`src/rtl/pmpe_pkg.sv`:
```
`default_nettype none
// ----------------------------------------------------------------------------
// pmpe_pkg
// Sizes and character codes for the plus/minus/parenthesis expression
// evaluator.
// ----------------------------------------------------------------------------
package pmpe_pkg;

   localparam int STACK_DEPTH = 64;
   localparam int ADDR_W      = (STACK_DEPTH > 1) ? $clog2(STACK_DEPTH) : 1;
   localparam int COUNT_W     = $clog2(STACK_DEPTH + 1);
   localparam int VALUE_W     = 32;

   localparam logic [7:0] CHAR_ZERO  = 8'h30;
   localparam logic [7:0] CHAR_NINE  = 8'h39;
   localparam logic [7:0] CHAR_MINUS = 8'h2D;
   localparam logic [7:0] CHAR_OPEN  = 8'h28;
   localparam logic [7:0] CHAR_CLOSE = 8'h29;

   typedef struct packed {
      logic [VALUE_W-1:0] sum;
      logic               negative;
   } frame_type;

endpackage
`default_nettype wire

```
`src/rtl/plus_minus_paren_expression_evaluator_unit.sv`:
```
`default_nettype none
// ----------------------------------------------------------------------------
// plus_minus_paren_expression_evaluator_unit
// Evaluates a character stream of decimal integers, '+', '-' and
// parentheses, and returns one result word per expression.
// ----------------------------------------------------------------------------
// One character word is accepted every clock cycle, and the result word of an
// expression appears in the cycle after its last character. The top saved
// frame sits in registers, and the frame below it is read ahead from the
// single stack RAM, whose registered read port and write port serve one push
// or pop per cycle. Input is held off only while a result word waits on a
// stalled output. No clearing pass is needed after reset.
module plus_minus_paren_expression_evaluator_unit (
   input  wire logic        clock,
   input  wire logic        reset,
   input  wire logic        req_valid,
   output logic             req_stall,
   input  wire logic [7:0]  req_char_code,
   input  wire logic        req_last_char,
   output logic             rsp_valid,
   input  wire logic        rsp_stall,
   output logic signed [31:0] rsp_result_value,
   output logic             rsp_stack_overflow,
   output logic             rsp_unmatched_close,
   output logic             rsp_unclosed_open
);

   localparam int DW = pmpe_pkg::VALUE_W;
   localparam int CW = pmpe_pkg::COUNT_W;
   localparam int AW = pmpe_pkg::ADDR_W;

   logic [DW-1:0] sum_ff, sum_in;
   logic          neg_ff, neg_in;
   logic [DW-1:0] acc_ff, acc_in;
   logic          innum_ff, innum_in;
   logic [CW-1:0] count_ff, count_in;
   logic          ovf_ff, ovf_in;
   logic          unf_ff, unf_in;
   pmpe_pkg::frame_type top_ff, top_in;
   pmpe_pkg::frame_type below_ff;

   logic          rsp_valid_ff, rsp_valid_in;
   logic [DW-1:0] rsp_value_ff;
   logic          rsp_ovf_ff, rsp_unf_ff, rsp_open_ff;

   pmpe_pkg::frame_type stack_mem [pmpe_pkg::STACK_DEPTH];

   logic          accept;
   logic          is_digit;
   logic [DW-1:0] acc_mul;
   logic          wr_en;
   logic [AW-1:0] wr_addr, rd_addr;
   pmpe_pkg::frame_type wr_data;
   logic [CW-1:0] wr_cnt, rd_cnt;
   logic          emit;
   logic [DW-1:0] emit_value;
   logic          emit_open;
   logic [DW-1:0] base;
   logic          base_neg;

   assign req_stall = rsp_valid_ff & rsp_stall;
   assign accept    = req_valid & ~req_stall;
   assign is_digit  = req_char_code inside {[pmpe_pkg::CHAR_ZERO:pmpe_pkg::CHAR_NINE]};
   assign acc_mul   = {acc_ff[DW-4:0], 3'b000} + {acc_ff[DW-2:0], 1'b0}
                    + {{(DW-4){1'b0}}, req_char_code[3:0]};

   always_comb begin
      sum_in     = sum_ff;
      neg_in     = neg_ff;
      acc_in     = acc_ff;
      innum_in   = innum_ff;
      count_in   = count_ff;
      ovf_in     = ovf_ff;
      unf_in     = unf_ff;
      top_in     = top_ff;
      wr_en      = 1'b0;
      wr_data    = top_ff;
      wr_cnt     = count_ff - CW'(1);
      emit       = 1'b0;
      emit_value = sum_ff;
      emit_open  = 1'b0;
      base       = '1;
      base_neg   = 1'b1;
      if (accept) begin
         if (is_digit) begin
            acc_in   = acc_mul;
            innum_in = 1'b1;
         end else begin
            if (innum_ff) begin
               sum_in   = neg_ff ? (sum_ff - acc_ff) : (sum_ff + acc_ff);
               neg_in   = 1'b0;
               acc_in   = '0;
               innum_in = 1'b0;
            end
            case (req_char_code)
               pmpe_pkg::CHAR_MINUS: begin
                  neg_in = ~neg_in;
               end
               pmpe_pkg::CHAR_OPEN: begin
                  if (count_ff < CW'(pmpe_pkg::STACK_DEPTH)) begin
                     wr_en        = (count_ff != '0);
                     top_in.sum      = sum_in;
                     top_in.negative = neg_in;
                     count_in     = count_ff + CW'(1);
                  end else begin
                     ovf_in = 1'b1;
                  end
                  sum_in = '0;
                  neg_in = 1'b0;
               end
               pmpe_pkg::CHAR_CLOSE: begin
                  if (count_ff != '0) begin
                     base     = top_ff.sum;
                     base_neg = top_ff.negative;
                     top_in   = below_ff;
                     count_in = count_ff - CW'(1);
                  end else begin
                     unf_in = 1'b1;
                  end
                  sum_in = base_neg ? (base - sum_in) : (base + sum_in);
               end
               default: begin
               end
            endcase
         end
         if (req_last_char) begin
            emit       = 1'b1;
            emit_value = innum_in ? (neg_in ? (sum_in - acc_in) : (sum_in + acc_in))
                                  : sum_in;
            emit_open  = (count_in != '0);
            sum_in     = '0;
            neg_in     = 1'b0;
            acc_in     = '0;
            innum_in   = 1'b0;
            count_in   = '0;
            ovf_in     = 1'b0;
            unf_in     = 1'b0;
         end
      end
      wr_addr = wr_cnt[AW-1:0];
      rd_cnt  = count_in - CW'(2);
      rd_addr = rd_cnt[AW-1:0];
   end

   always_comb begin
      if (accept && emit) begin
         rsp_valid_in = 1'b1;
      end else if (!rsp_stall) begin
         rsp_valid_in = 1'b0;
      end else begin
         rsp_valid_in = rsp_valid_ff;
      end
   end

   always_ff @(posedge clock) begin
      if (wr_en) begin
         stack_mem[wr_addr] <= wr_data;
      end
      if (wr_en && (wr_addr == rd_addr)) begin
         below_ff <= wr_data;
      end else begin
         below_ff <= stack_mem[rd_addr];
      end
   end

   always_ff @(posedge clock) begin
      if (reset) begin
         sum_ff       <= '0;
         neg_ff       <= 1'b0;
         acc_ff       <= '0;
         innum_ff     <= 1'b0;
         count_ff     <= '0;
         ovf_ff       <= 1'b0;
         unf_ff       <= 1'b0;
         rsp_valid_ff <= 1'b0;
      end else begin
         sum_ff       <= sum_in;
         neg_ff       <= neg_in;
         acc_ff       <= acc_in;
         innum_ff     <= innum_in;
         count_ff     <= count_in;
         ovf_ff       <= ovf_in;
         unf_ff       <= unf_in;
         rsp_valid_ff <= rsp_valid_in;
      end
   end

   always_ff @(posedge clock) begin
      top_ff <= top_in;
      if (emit) begin
         rsp_value_ff <= emit_value;
         rsp_ovf_ff   <= ovf_in | ovf_ff | (accept && req_char_code == pmpe_pkg::CHAR_OPEN
                         && count_ff >= CW'(pmpe_pkg::STACK_DEPTH));
         rsp_unf_ff   <= unf_ff | (accept && req_char_code == pmpe_pkg::CHAR_CLOSE
                         && count_ff == '0);
         rsp_open_ff  <= emit_open;
      end
   end

   assign rsp_valid           = rsp_valid_ff;
   assign rsp_result_value    = signed'(rsp_value_ff);
   assign rsp_stack_overflow  = rsp_ovf_ff;
   assign rsp_unmatched_close = rsp_unf_ff;
   assign rsp_unclosed_open   = rsp_open_ff;

   a_count_range: assert property (@(posedge clock) disable iff (reset)
      count_ff <= CW'(pmpe_pkg::STACK_DEPTH))
      else $error("stack count beyond depth");

   a_last_clears: assert property (@(posedge clock) disable iff (reset)
      accept && req_last_char |=> count_ff == '0 && !innum_ff && sum_ff == '0)
      else $error("state not cleared after last character");

   a_last_emits: assert property (@(posedge clock) disable iff (reset)
      accept && req_last_char |=> rsp_valid_ff)
      else $error("no result word after last character");

   a_held_result: assert property (@(posedge clock) disable iff (reset)
      rsp_valid_ff && rsp_stall |=> rsp_valid_ff && $stable(rsp_value_ff))
      else $error("stalled result word lost");

   a_no_accept_when_held: assert property (@(posedge clock) disable iff (reset)
      rsp_valid_ff && rsp_stall |-> !accept)
      else $error("character accepted over a held result word");

endmodule
`default_nettype wire

```
`config.mk`:
```
export PLATFORM = sky130hd
export DESIGN_NAME = plus_minus_paren_expression_evaluator_unit
export DESIGN_NICKNAME = d
export VERILOG_FILES = /design/src/rtl/pmpe_pkg.sv /design/src/rtl/plus_minus_paren_expression_evaluator_unit.sv
export SDC_FILE = /design/constraint.sdc
export NUM_CORES = 2
export LEC_CHECK = 0
export BUFFER_PORTS_ARGS = -buffer_cell sky130_fd_sc_hd__buf_2
export CELL_PAD_IN_SITES_DETAIL_PLACEMENT = 1
export CELL_PAD_IN_SITES_GLOBAL_PLACEMENT = 2
export CORE_MARGIN = 3
export CORE_UTILIZATION = 53
export CTS_BUF_LIST = sky130_fd_sc_hd__clkbuf_16
export DETAILED_ROUTE_END_ITERATION = 16
export HOLD_SLACK_MARGIN = 0.03
export PLACE_DENSITY_LB_ADDON = 0.12
export SLEW_MARGIN = 20
export SYNTH_ARGS = -nofsm -noshare
export SYNTH_HDL_FRONTEND = slang
export SYNTH_SLANG_ARGS = --single-unit
```
`constraint.sdc`:
```
create_clock -name clock -period 15.7 [get_ports clock]
set_input_delay 0 -clock clock [delete_from_list [all_inputs] [get_ports clock]]
set_output_delay 0 -clock clock [all_outputs]
set_load 0.02 [all_outputs]
```
# Yosys cells after proc, flatten, opt, wreduce, memory -nomap -nowiden
# Memory sizes are Yosys's and may differ from the RTL's. A register that Yosys moved wholly into a read port is not among the register bits.
# Index checks and enable logic that the tools add are counted.
[word_totals]
ff_bits = 144
mem_bits_rw = 2112
output_inout_bits = 37
wordCells = 124
memories = 1
[memory_table]
columns = ["name", "depth", "width", "rd", "rd_ports_with_merged_regs", "wr", "line_no", "source"]
rows = [
  ["stack_mem", 64, 33, 1, 1, 1, "plus_minus_paren_expression_evaluator_unit.sv:46", "pmpe_pkg::frame_type stack_mem [pmpe_pkg::STACK_DEPTH];"],
]
[op_classes]
n_addsub = 11
n_lt_le_gt_ge = 4
eq_ne = 8
mux = 64
bitwise = 8
n_reduce_logical = 14
[op_table]
columns = ["operator", "count"]
rows = [
  ["$mux 32", 20],
  ["$add 32x32->32", 4],
  ["$sub 32x32->32", 3],
  ["$mux 33", 2],
  ["$pmux 33 s2", 1],
  ["$pmux 32 s2", 1],
  ["$mux 7", 6],
  ["$add 32x4->32", 1],
  ["$mux 1", 32],
  ["$eq 8x6->1 const B", 3],
  ["$pmux 7 s2", 1],
  ["$reduce_bool 7->1", 2],
  ["$ge 8x6->1 const B", 1],
  ["$le 8x6->1 const B", 1],
  ["$ne 2x2->1 const B", 4],
  ["$add 7x1->7 const B", 1],
  ["$ge 7x7->1 const B", 1],
  ["$logic_not 7->1", 1],
  ["$lt 7x7->1 const B", 1],
  ["$sub 7x1->7 const B", 1],
  ["$logic_and 1x1->1", 6],
  ["$sub 6x2->6 const B", 1],
  ["$reduce_and 5->1", 1],
  ["$reduce_and 4->1", 1],
  ["other kinds (7)", 13],
]

# Depth between registers and ports, before layout
[depth]
word_depth = 15
ltp_mapped = 44
ltp_nobuf = 43

# Worst setup path before layout
# OpenSTA, ideal clock, no wires.
[synth_timing]
kind = "reg2reg"
from = "register acc_ff[3]"
to = "register rsp_value_ff[30], in the netlist rsp_result_value[30] (data pin)"
setup_ps = 338
t_arrival_ps = 7378
path_slack_ps = 7984
path_stages_with_launch = 41
cell_sequence = "dfxtp_1 -> clkbuf_1 -> nor3_1 -> nand2b_1 -> nor3_1 -> and2_1 -> a21oi_1 -> xnor2_1 -> ha_1 -> a21oi_1 -> nand2_1 -> or3_1 -> and3_1 -> o311a_1 -> and4_1 -> and3_1 -> nor2_1 -> xor2_1 -> [5 not listed] -> nand3b_1 -> a31oi_1 -> xnor2_1 -> a221o_1 -> o21a_1 -> ha_1 -> a21oi_1 -> nor2b_1 -> o21ai_0 -> nand2b_1 -> nand2_1 -> a31oi_1 -> maj3_2 -> a2111oi_2 -> nor2b_1 -> a31oi_1 -> xor2_1 -> a221oi_1"
[synth_via]
elab_chain_len = 15
elab_cells_between_ends = 23
[synth_rtl]
columns = ["item", "line_no", "source"]
rows = [
  ["start: declaration", "plus_minus_paren_expression_evaluator_unit.sv:34", "logic [DW-1:0] acc_ff, acc_in;"],
  ["start signal: assignment", "plus_minus_paren_expression_evaluator_unit.sv:179", "acc_ff <= acc_in;"],
  ["$add 32x32->32 or $sub 32x32->32 (tied branches)", "plus_minus_paren_expression_evaluator_unit.sv:90", "sum_in = neg_ff ? (sum_ff - acc_ff) : (sum_ff + acc_ff);"],
  ["$mux 32", "plus_minus_paren_expression_evaluator_unit.sv:90", ""],
  ["$mux 32", "plus_minus_paren_expression_evaluator_unit.sv:89", "if (innum_ff) begin"],
  ["$mux 32", "plus_minus_paren_expression_evaluator_unit.sv:85", "if (is_digit) begin"],
  ["$mux 32", "plus_minus_paren_expression_evaluator_unit.sv:84", "if (accept) begin"],
  ["$add 32x32->32 or $sub 32x32->32 (tied branches)", "plus_minus_paren_expression_evaluator_unit.sv:120", "sum_in = base_neg ? (base - sum_in) : (base + sum_in);"],
  ["$mux 32", "plus_minus_paren_expression_evaluator_unit.sv:120", ""],
  ["$pmux 32 s2", "plus_minus_paren_expression_evaluator_unit.sv:95", "case (req_char_code)"],
  ["$mux 32", "plus_minus_paren_expression_evaluator_unit.sv:85", ""],
  ["$mux 32", "plus_minus_paren_expression_evaluator_unit.sv:84", ""],
  ["$add 32x32->32 or $sub 32x32->32 (tied branches)", "plus_minus_paren_expression_evaluator_unit.sv:128", "emit_value = innum_in ? (neg_in ? (sum_in - acc_in) : (sum_in + acc_in))"],
  ["$mux 32", "plus_minus_paren_expression_evaluator_unit.sv:128", ""],
  ["$mux 32 *", "plus_minus_paren_expression_evaluator_unit.sv:128", ""],
  ["$mux 32 *", "plus_minus_paren_expression_evaluator_unit.sv:126", "if (req_last_char) begin"],
  ["$mux 32 *", "plus_minus_paren_expression_evaluator_unit.sv:84", ""],
  ["named net emit_value[30]", "plus_minus_paren_expression_evaluator_unit.sv:56", "logic [DW-1:0] emit_value;"],
  ["end signal: assignment", "plus_minus_paren_expression_evaluator_unit.sv:191", "rsp_value_ff <= emit_value;"],
  ["end: declaration", "plus_minus_paren_expression_evaluator_unit.sv:43", "logic [DW-1:0] rsp_value_ff;"],
]
# Mark *: on every way through the listed nets, which the timed path passes. The rest lies on a longest branch. The select of a mux whose other input is x is not followed.
# A chain may end at the register's enable or synchronous reset.

# Final worst setup path
[layout_timing]
from = "register acc_ff[3]"
to = "register rsp_value_ff[31], in the netlist rsp_result_value[31] (data pin)"
# Same word-level chain as after synthesis.

==> results.tsv <==
stage	metric	value	unit
die	dieArea	0.1880	mm2
logic_synthesis	synthDistinctLibCells	93	
sta	slew_headroom	23.98	%
pwr	powerDensity	111.3	mW/mm2
detailed_routing	wl_met2	135600	um
detailed_routing	via_per_inst	6.622	
worst_setup_path	crit_start	acc_ff[3]$_SDFFE_PP0P_	
worst_setup_path	r2r-end	rsp_result_value[31]$_DFFE_PP_	
placement	dp_hpwl	156200	um
logic_synthesis	synthMuxAreaShare	16.23	%
layout	area_growth	11.55	%
worst_setup_path	crit_type	flip-flop to flip-flop	
logic_synthesis	synth_most_common_cell	edfxtp_1	
cts	clock-sinks	2262	
detailed_routing	drt_wl_total	269800	um
sta	max_freq	106.3	MHz
pwr	p_leak	34.82	nW
logic_synthesis	synth-adder-area-share	2.194	%
logic_synthesis	synthSimpleGateAreaFrac	4.151	%
logic_synthesis	async_reset_ff_share	0	%
grt	grt-ovfl-total	0	
placement	gp_congestion	0.8635	
logic_synthesis	synth-compound-area-share	5.184	%
logic_synthesis	synth_flop_cell	edfxtp_1	
logic_synthesis	synthXorXnorAreaFrac	1.695	%
layout	nets	5617	
sta	min_period	9.404	ns
cts	h-tree-depth	4	
placement	place_inst	7569	
detailed_routing	m1WireLength	109300	um
grt	grt_pass1_wl	394500	um
sta	rsz0062_at_grt	false	
worst_setup_path	cp_max_fo	9	
pwr	ir_worst_vdd	0.0001247	V
worst_hold_path	hold-path-cell-count	3	
layout	final_cells	7996	
layout	drive_gt1_share	23.52	%
logic_synthesis	syn_area_per_cell	18.36	um2
sta	finalSetupTns	0	ns
logic_synthesis	synthesis.nets	5456	
cts	cts_made_buffers	221	
job	max-cap-violations	0	
logic_synthesis	yosys_warnings	0	
logic_synthesis	yosysTopAreaCell	edfxtp_1	
worst_hold_path	min_path_type	input pin to flip-flop	
sta	skew	0.03218	ns
worst_setup_path	crit_slowest_cell	nor3_1	
cts	cts_tree	done	
logic_synthesis	synth_top_family_by_area	multiplexers	
run_status	status	completed	
worst_setup_path	crit_family	compound AO/OA/AOI/OAI gates	
logic_synthesis	synth-edff-count	2180	
grt	grt_pass1_vias	55140	
cts	root_buffer	clkbuf_16	
worst_setup_path	critPathBufInv	1	
detailed_routing	drt-wirelength-per-cell	33.75	um
detailed_routing	postRouteAntennaNets	0	
logic_synthesis	synth_common_cells	edfxtp_1, mux4_2, nor2_1	
die	die_y	433.6	um
logic_synthesis	yosysSeqAreaShare	69.25	%
detailed_routing	wl_met3	17830	um
sta	fin_crit_sh	59.90	%
worst_setup_path	cp-endpoint	rsp_result_value[31]$_DFFE_PP_	
grt	grt_usage	29.27	%
worst_setup_path	end_kind	flip-flop	
worst_setup_path	cp-start-kind	flip-flop	
sta	setup_violations	0	
cts	clkTransAtPathRegs	0.06	ns
placement	numPortBuffers	49	
sta	slew_viol_final	0	
worst_setup_path	path_depth	36	
worst_setup_path	critPathArrivalTime	10.00	ns
worst_setup_path	cpMostUsedCell	nor3_1	
logic_synthesis	netlist_area	0.09691	mm2
die	core_area	0.1813	mm2
cts	clkLatencyLatePin	0.86	ns
die	num_rows	156	
die	start_util	53.44	%
detailed_routing	initialDrtViolationCount	6097	
detailed_routing	highest_layer	met5	
placement	placed_cell_area	0.1008	mm2
die	fp.dieW	433.6	um
die	ios	50	
cts	cts_buffer_depth	3	
logic_synthesis	ys_ff_latch	2262	
sta	worst_pin_slew	1.140	ns
detailed_routing	vias	52950	
grt	grt_max_degree	131	
worst_setup_path	slowest_delay	0.55	ns
detailed_routing	drc	0	
cts	cts_resized	0	
logic_synthesis	synth_area_leaders	edfxtp_1, mux4_2, ha_1	
logic_synthesis	netlist.area_leader.share	67.55	%
worst_setup_path	regToRegSetupSlack	6.30	ns
layout	fin_area	0.1081	mm2
layout	fillers	15550	
worst_setup_path	cp.required	16.30	ns
detailed_routing	drt_first_pass_iters	5	
worst_setup_path	r2r.worst_path.cells	36	
logic_synthesis	postSynthCellCount	5277	
grt	antenna_found_initial	13	
worst_setup_path	rr_startpoint	acc_ff[3]$_SDFFE_PP0P_	
sta	final_hold_viol_count	0	
-- how the worst min path moves through the flow --
stage / startpoint / end / slack [ns]
after global routing: reset / sum_ff[25]$_SDFFE_PP0P_ / 0.14
after floorplan: rsp_stall / req_stall / 0.19
final: reset / acc_ff[21]$_SDFFE_PP0P_ / 0.15
after CTS: reset / sum_ff[27]$_SDFFE_PP0P_ / 0.09
after detailed placement: rsp_stall / rsp_valid$_SDFFE_PP0P_ / 0.36
after global placement: rsp_stall / rsp_valid$_SDFFE_PP0P_ / 0.33
-- where the power goes --
group	internal (W)	switching [W]
clock network	0.00293	0.00227
logic	0.000113	0.000191
registers	0.00652	0.00000347
-- per-layer routing --
layer / vias up / track usage (%)
met5: - / 0
met4: 2 / 8.145
met3: 416 / 4.152
met2: 2176 / 48.64
met1: 28360 / 40.99
li1: 22000 / -
-- sequential cells by signal (all words and copies together), names as in the netlist, 7 cells and up, named ones only --
name / count
acc_ff: 32
sum_ff: 32
stack_mem: 2112
rsp_result_value: 32
count_ff: 7
top_ff: 33
-- cells in the final DEF, fill, tap and decap left out, types with 65 or more instances in the layout --
cell type	synthesis	routed
nor2_1	354	287
clkinv_1	0	65
clkbuf_16	0	226
nor2_4	0	67
xnor2_1	115	115
inv_1	57	89
ha_1	161	161
a21oi_1	214	214
nand2_1	173	170
o21ai_0	126	126
mux4_2	685	685
buf_4	0	145
edfxtp_1	2180	2180
dfxtp_1	82	75
-- per-stage QoR --
step | worst slack (ns) | total power [W] | util [%] | hold slack, ns
2_1_floorplan | 7.984 | 0.006865 | - | 0.1916
3_3_place_gp | 6.384 | 0.006950 | 55.59 | 0.3340
3_5_place_dp | 6.398 | 0.006951 | 55.59 | 0.3582
4_1_cts | 6.319 | 0.01212 | 59.61 | 0.08836
5_1_grt | 5.518 | 0.01240 | 59.61 | 0.1412
6_report | 6.296 | 0.01203 | 59.61 | 0.1507
-- logic make-up (layout without fill, tap and decap cells) --
family                     Yosys count  count (layout)
muxes                              714             714
DFF                               2262            2262
adders and majority gates          167             167
and+or+nand+nor                    864             864
xor gates and xnor gates           182             182
AOI/OAI and AO/OA                  754             754
other                                0               1
buffers and inverters              334             682
-- tightest hold or removal path, stage by stage --
cell	delay, ns
dlygate4sd3_1	0.53
buf_2	0.28
nor2_1	0.15
-- what timing repair did --
action,4_1_cts,5_1_grt
hold endpoints to repair,40,0
hold buffers,16,0
endpoints found under the setup margin,0,0
buffers inserted,0,0
-- area by class of cell --
type,instances,area [um2],share of cell area (%)
Sequential cell,2262,67130,62.10
Multi-Input combinational cell,2681,29070,26.89
Clock buffer,226,5655,5.232
Tap cell,2370,2965,2.743
Timing Repair Buffer,215,1594,1.475
Clock inverter,184,1475,1.365
Inverter,57,214.0,0.1979
Antenna cell,1,2.502,0.002315
Note: power is estimated with default switching activity, not from simulation.
